==> config.mk <==
export PLATFORM = sky130hd
export DESIGN_NAME = jtrl_cmd_queue
export DESIGN_NICKNAME = d
export VERILOG_FILES = /design/src/hw/rtl/jtrl_pkg.sv /design/src/hw/rtl/jtrl_cmd_queue.sv
export SDC_FILE = /design/constraint.sdc
export NUM_CORES = 1
export LEC_CHECK = 0
export BUFFER_PORTS_ARGS = -buffer_cell sky130_fd_sc_hd__clkbuf_2
export CAP_MARGIN = 40
export CORE_MARGIN = 4
export CORE_UTILIZATION = 57
export DETAILED_ROUTE_END_ITERATION = 10
export PLACE_DENSITY = 0.79
export SYNTH_ARGS = -nofsm -noshare
export SYNTH_HDL_FRONTEND = slang
export SYNTH_SLANG_ARGS = --single-unit
==> constraint.sdc <==
create_clock -name clock -period 3.6 [get_ports clock]
set_input_delay 0.36 -clock clock [delete_from_list [all_inputs] [get_ports clock]]
set_output_delay 0.36 -clock clock [all_outputs]
set_load 0.02 [all_outputs]
==> src/hw/rtl/jtrl_pkg.sv <==
`default_nettype none
package jtrl_pkg;

   localparam int JOINTS = 7;
   localparam int JOINT_W = 3;
   localparam int JIDX_W = (JOINTS > 1) ? $clog2(JOINTS) : 1;
   localparam int CMDQ_DEPTH = 4;
   localparam int CMDQ_PTR_W = $clog2(CMDQ_DEPTH);

   localparam logic [16:0] ALPHA_ONE = 17'd65536;

   localparam int CSR_INDEX_W = 2;
   localparam int CSR_DATA_W = 31;

   typedef enum logic [CSR_INDEX_W-1:0] {
      CSR_BLEND_ALPHA = 2'd0,
      CSR_VELOCITY_STEP_LIMIT = 2'd1,
      CSR_ACCEL_STEP_LIMIT = 2'd2,
      CSR_EXTRA_STEP_LIMIT = 2'd3
   } csr_index_type;

   typedef enum logic {
      FUNC_UPDATE = 1'b0,
      FUNC_RESET = 1'b1
   } func_type;

   typedef struct packed {
      logic [0:0] func;
      logic [JOINT_W-1:0] joint;
      logic signed [31:0] target_position;
      logic signed [31:0] reference_position;
   } req_word_type;

   typedef struct packed {
      logic [JOINT_W-1:0] out_joint;
      logic signed [31:0] command_position;
      logic signed [31:0] command_step;
   } rsp_word_type;

   typedef struct packed {
      logic is_reset;
      logic [JIDX_W-1:0] joint;
      logic signed [31:0] target;
      logic signed [31:0] reference;
   } cmd_type;

   typedef struct packed {
      logic [16:0] blend_alpha;
      logic [30:0] velocity_step_limit;
      logic [30:0] accel_step_limit;
      logic [30:0] extra_step_limit;
   } cfg_type;

   typedef struct packed {
      logic push;
      logic full;
   } cmdq_wr_type;

   typedef struct packed {
      logic pop;
      logic empty;
   } cmdq_rd_type;

endpackage
`default_nettype wire

==> src/hw/rtl/jtrl_cmd_queue.sv <==
`default_nettype none
module jtrl_cmd_queue (
   input  wire                   clock,
   input  wire                   reset,
   input  wire                   push,
   input  jtrl_pkg::cmd_type     push_word,
   input  wire                   pop,
   output jtrl_pkg::cmd_type     head,
   output jtrl_pkg::cmdq_wr_type wr_status,
   output jtrl_pkg::cmdq_rd_type rd_status
);
   import jtrl_pkg::*;

   cmd_type entry_ff [CMDQ_DEPTH];
   logic [CMDQ_PTR_W-1:0] wr_ptr_ff, wr_ptr_in;
   logic [CMDQ_PTR_W-1:0] rd_ptr_ff, rd_ptr_in;
   logic [CMDQ_PTR_W:0] count_ff, count_in;
   logic do_push, do_pop;

   assign wr_status.full = (count_ff == (CMDQ_PTR_W + 1)'(CMDQ_DEPTH));
   assign wr_status.push = do_push;
   assign rd_status.empty = (count_ff == '0);
   assign rd_status.pop = do_pop;

   assign do_push = push && !wr_status.full;
   assign do_pop = pop && !rd_status.empty;
   assign head = entry_ff[rd_ptr_ff];

   always_comb begin
      wr_ptr_in = do_push ? wr_ptr_ff + 1'b1 : wr_ptr_ff;
      rd_ptr_in = do_pop ? rd_ptr_ff + 1'b1 : rd_ptr_ff;
      count_in = count_ff;
      if (do_push && !do_pop) begin
         count_in = count_ff + 1'b1;
      end else if (do_pop && !do_push) begin
         count_in = count_ff - 1'b1;
      end
   end

   always_ff @(posedge clock) begin
      if (reset) begin
         wr_ptr_ff <= '0;
         rd_ptr_ff <= '0;
         count_ff <= '0;
      end else begin
         wr_ptr_ff <= wr_ptr_in;
         rd_ptr_ff <= rd_ptr_in;
         count_ff <= count_in;
      end
   end

   always_ff @(posedge clock) begin
      if (do_push) begin
         entry_ff[wr_ptr_ff] <= push_word;
      end
   end

endmodule
`default_nettype wire

==> run summary <==
In the detailed route, the total length drawn on met3 is 1280 um. The cell area after synthesis was 10310 um2. The static leakage is 4.200 nW, and the number of placed I/O pins is 144. The run gives 0.6574 as the headroom to the max-slew limit. Traced cell by cell, the critical path runs through buf_4 -> mux4_2 -> clkbuf_2. The run gives 23 as the distinct cell type count after synthesis. After synthesis, the cell types taking the most area are sky130_fd_sc_hd__edfxtp_1 (79%), sky130_fd_sc_hd__mux4_2 (15%), sky130_fd_sc_hd__dfxtp_1 (1.7%). The beginning of the worst register-to-register path was count_ff[0]$_SDFFE_PP0P_. After detailed routing, the wire length on met1 is 7090 um. The tree built by TritonCTS fans out to 281 sinks. The time the final worst path needs with I/O delays and setup is 2.646 ns. The run gives 0.1830 as the overall fraction of global-route tracks in use. For the number of buffers inserted to repair setup after CTS, the log shows 0.

The number of nets in the synthesized netlist is 485. The mux cell area share after synthesis came out at 0.1504. Before antenna repair, the detailed router went through 5 iterations. The post-synthesis simple-gate area fraction works out to 0.008250. The max-slew violation count came out at 0. The highest metal layer carrying signal wires in the routed design is met5. Each instance of the synthesized netlist takes up on average 25.34 um2.

The final route contains 4656 vias. Power spread over the standard cell area amounts to 753.2 nW/um2. The die is 142.5 um wide. Global routing finished with a remaining overflow of 0. Synthesis handed over a netlist of 407 instances. The run gives 2 as the number of antenna violations at the first check in global routing. The worst hold path terminates at entry_ff[0][8]$_DFFE_PP_.

TritonCTS built the clock tree. The area fraction of the dominant cell type after synthesis is 0.7920. After synthesis, the largest family of logic cells by area is multiplexers.

The die covers 20310 um2. After detailed routing, the total wire length is 18080 um. The first global-routing pass estimated 28310 um of wire.

The final cycle utilization of the critical path is 0.7351. In this run the worst hold path is classified as primary input to flop. The worst setup path is launched from a flop.

The tools report the detailed placement HPWL as 11040 um. Of all nets on the critical path, the largest fanout is 19. The hold-critical path depth came out at 1.

The post-synthesis compound-gate area fraction came out at 0.003519. By startpoint and endpoint, the worst setup path is classified as flop to output pin. The number of hold buffers added after CTS came out at 0.

The run gives 11310 um2 as the post-detailed-placement cell area. The library cell with the largest summed area after synthesis is sky130_fd_sc_hd__edfxtp_1. The buffer depth of the longest clock path is 3, and the insertion delay of the later-clocked pin in the worst-skew pair is 0.52 ns. The share of layout cells above drive strength 1 came out at 0.4492. The sequential area share after synthesis was 0.8095; the post-cts repair resize count was 0. The clock arrives with 0.008477 ns of skew. The count of fill cells added during filler insertion was 1079. The final layout net count was 646. The signed area change from the synthesized netlist to the final layout is 19.21%. Based on the critical path, the design can be clocked at up to 0.3779 GHz. Row generation in the floorplan step produced 48 rows.

Data on the critical path arrives at its endpoint at 2.29 ns. The required time at the worst-slack endpoint came out at 3.24 ns. In the final routed layout, each cell accounts on average for 22.15 um. The run gives 303 as the number of violations reported at the end of detailed-routing iteration 0.

Setup repair after global routing left no endpoint under its margin. For the number of global-route vias before repair, the log shows 4971. The largest single stage delay on the critical path is 0.58 ns. The fraction of the mapped netlist area in adder cells works out to 0.008008. Xor/xnor share of the synthesized area: 0.003397. The tool flagged a number of max-cap violations equal to 0. After detailed routing, the number of vias per cell comes to 5.706. Register-to-register setup slack: 1.19 ns. Adding up every negative setup slack in the final design gives 0 ns.

The worst flop-to-flop path endpoint was count_ff[2]$_SDFFE_PP0P_. The slowest stage of the critical path belongs to the cell sky130_fd_sc_hd__mux4_2. The run gives 0 as the total of endpoints with negative setup slack in the final report. The logs give 0.5880 for the starting utilization of the core area and 0 for the final routed DRC violation total.

The worst vdd rail ir drop is 612.3 uV, and the core region area is 17540 um2. The run gives 0 as the number of warnings issued by yosys. The number of flip-flops and latches in the synthesized netlist was 281.

The flow ran to the end, and the final reports show no timing, DRC or antenna violations. The logs give 0 for the hold violation count in the final report and 9371 um for the routed length on met2. The worst setup path is captured at an output pin. The worst-case reg-to-reg path depth was 8; the transition time at the pin with the least slew margin was 0.5139 ns. The clock slew at the register clock pins of the worst setup and hold paths is 0.06 ns, and the number of clock buffers inserted by TritonCTS is 28. In this run the most critical hold path is launched from push_word[8].

The die is 142.5 um tall. Once detail routing completed, the nets flagged for antenna violations numbered 0. At the end of routability-driven placement, the weighted congestion stood at 0.7448. Entering global routing, the biggest net connects 57 pins. For the CTS H-tree depth, the log shows 1. The root buffer cell was sky130_fd_sc_hd__clkbuf_16. The finished cells cover 12290 um2. In this run the tool buffered the top-level ports with 143 buffer cells.
-- critical path, delay by kind of cell (launching register included) --
family / cells / cell delay (ns)
mux: 1 / 0.58
flops: 1 / 0.57
buf+inv: 2 / 0.61
-- cell usage after synthesis --
library cell and instances:
sky130_fd_sc_hd__nand2b_1 2, sky130_fd_sc_hd__buf_4 6, sky130_fd_sc_hd__o31ai_1 1, sky130_fd_sc_hd__edfxtp_1 272
sky130_fd_sc_hd__buf_6 1, sky130_fd_sc_hd__nor2_1 6, sky130_fd_sc_hd__xor2_1 4, sky130_fd_sc_hd__nor3_1 1
sky130_fd_sc_hd__buf_12 3, sky130_fd_sc_hd__a21oi_1 2, sky130_fd_sc_hd__dfxtp_1 9, sky130_fd_sc_hd__o21ai_0 2
sky130_fd_sc_hd__buf_2 4, sky130_fd_sc_hd__inv_1 5, sky130_fd_sc_hd__and2_1 4, sky130_fd_sc_hd__or3_1 2
sky130_fd_sc_hd__fa_1 1, sky130_fd_sc_hd__clkbuf_1 5, sky130_fd_sc_hd__o311ai_0 1, sky130_fd_sc_hd__mux4_2 68
sky130_fd_sc_hd__ha_1 5, sky130_fd_sc_hd__nor3b_1 1, sky130_fd_sc_hd__mux2i_1 2
-- logic make-up after synthesis --
kind of cell    after synthesis
xor+xnor                      4
mux                          70
flops                       281
buf+inv                      24
simple gates                 16
fa+ha+maj                     6
compound gates                6
-- flip-flops by register name, summed over array words and instances, names as in the netlist, named ones only --
signal,cells
entry_ff,272
count_ff,3
rd_ptr_ff,2
wr_ptr_ff,2
-- cell usage in the layout (no fill, tap or decap), drive strengths merged --
master	instances
buf	7
clkinv	7
nor3b	1
or3	2
o311ai	1
ha	5
inv	5
edfxtp	272
and2	4
a21oi	2
o21ai	2
diode	1
mux4	68
dfxtp	9
nor2	6
nand2b	2
mux2i	2
fa	1
bufinv	5
xor2	4
o31ai	1
nor3	1
clkinvlp	1
clkbuf	182
-- layer usage --
layer,vias to the layer above,GRT usage
li1,2059,-
met1,2418,0.2530
met2,147,0.3009
met3,30,0.04368
met4,2,0.04702
met5,-,0
-- worst max path at each step --
stage | from | end
finish | flop | head[63]
global route | flop | head[63]
CTS | flop | head[46]
detailed placement | count_ff[0]$_SDFFE_PP0P_ | count_ff[2]$_SDFFE_PP0P_
global placement | count_ff[0]$_SDFFE_PP0P_ | count_ff[2]$_SDFFE_PP0P_
floorplan | count_ff[0]$_SDFFE_PP0P_ | entry_ff[0][0]$_DFFE_PP_
-- through the flow --
step / hold WS (ns) / setup WS, ns / utilization / power (mW) / cells
2_1_floorplan: 0.4589 / 0.6224 / - / 5.736 / 407
4_1_cts: 0.03469 / 0.8790 / 0.7008 / 9.378 / 815
3_5_place_dp: 0.5199 / 1.224 / 0.6452 / 6.373 / 763
5_1_grt: 0.03746 / 0.7782 / 0.7010 / 9.665 / 816
6_report: 0.05478 / 0.9537 / 0.7010 / 9.259 / 816
3_3_place_gp: 0.4983 / 1.368 / 0.6398 / 6.304 / 759
-- power breakdown --
| part | total (mW) | internal (mW) | leakage (nW) | switching (mW) |
|---|---|---|---|---|
| logic | 2.17 | 0.939 | 1.16 | 1.23 |
| clock network | 2.99 | 1.87 | 0.473 | 1.12 |
| registers | 4.10 | 3.94 | 2.57 | 0.162 |
| total | 9.26 | 6.75 | 4.20 | 2.51 |
-- area by class of cell --
class	count	area (um2)	area share
clock buffer	39	783.3	0.06372
inverter	5	18.77	0.001527
antenna	1	2.502	0.0002036
timing repair buffer	150	858.3	0.06982
multi-input combinational	102	1800	0.1465
clock inverter	13	192.7	0.01567
tap	225	281.5	0.02290
sequential	281	8356	0.6797
No activity file was read; power rests on OpenSTA's default activity.
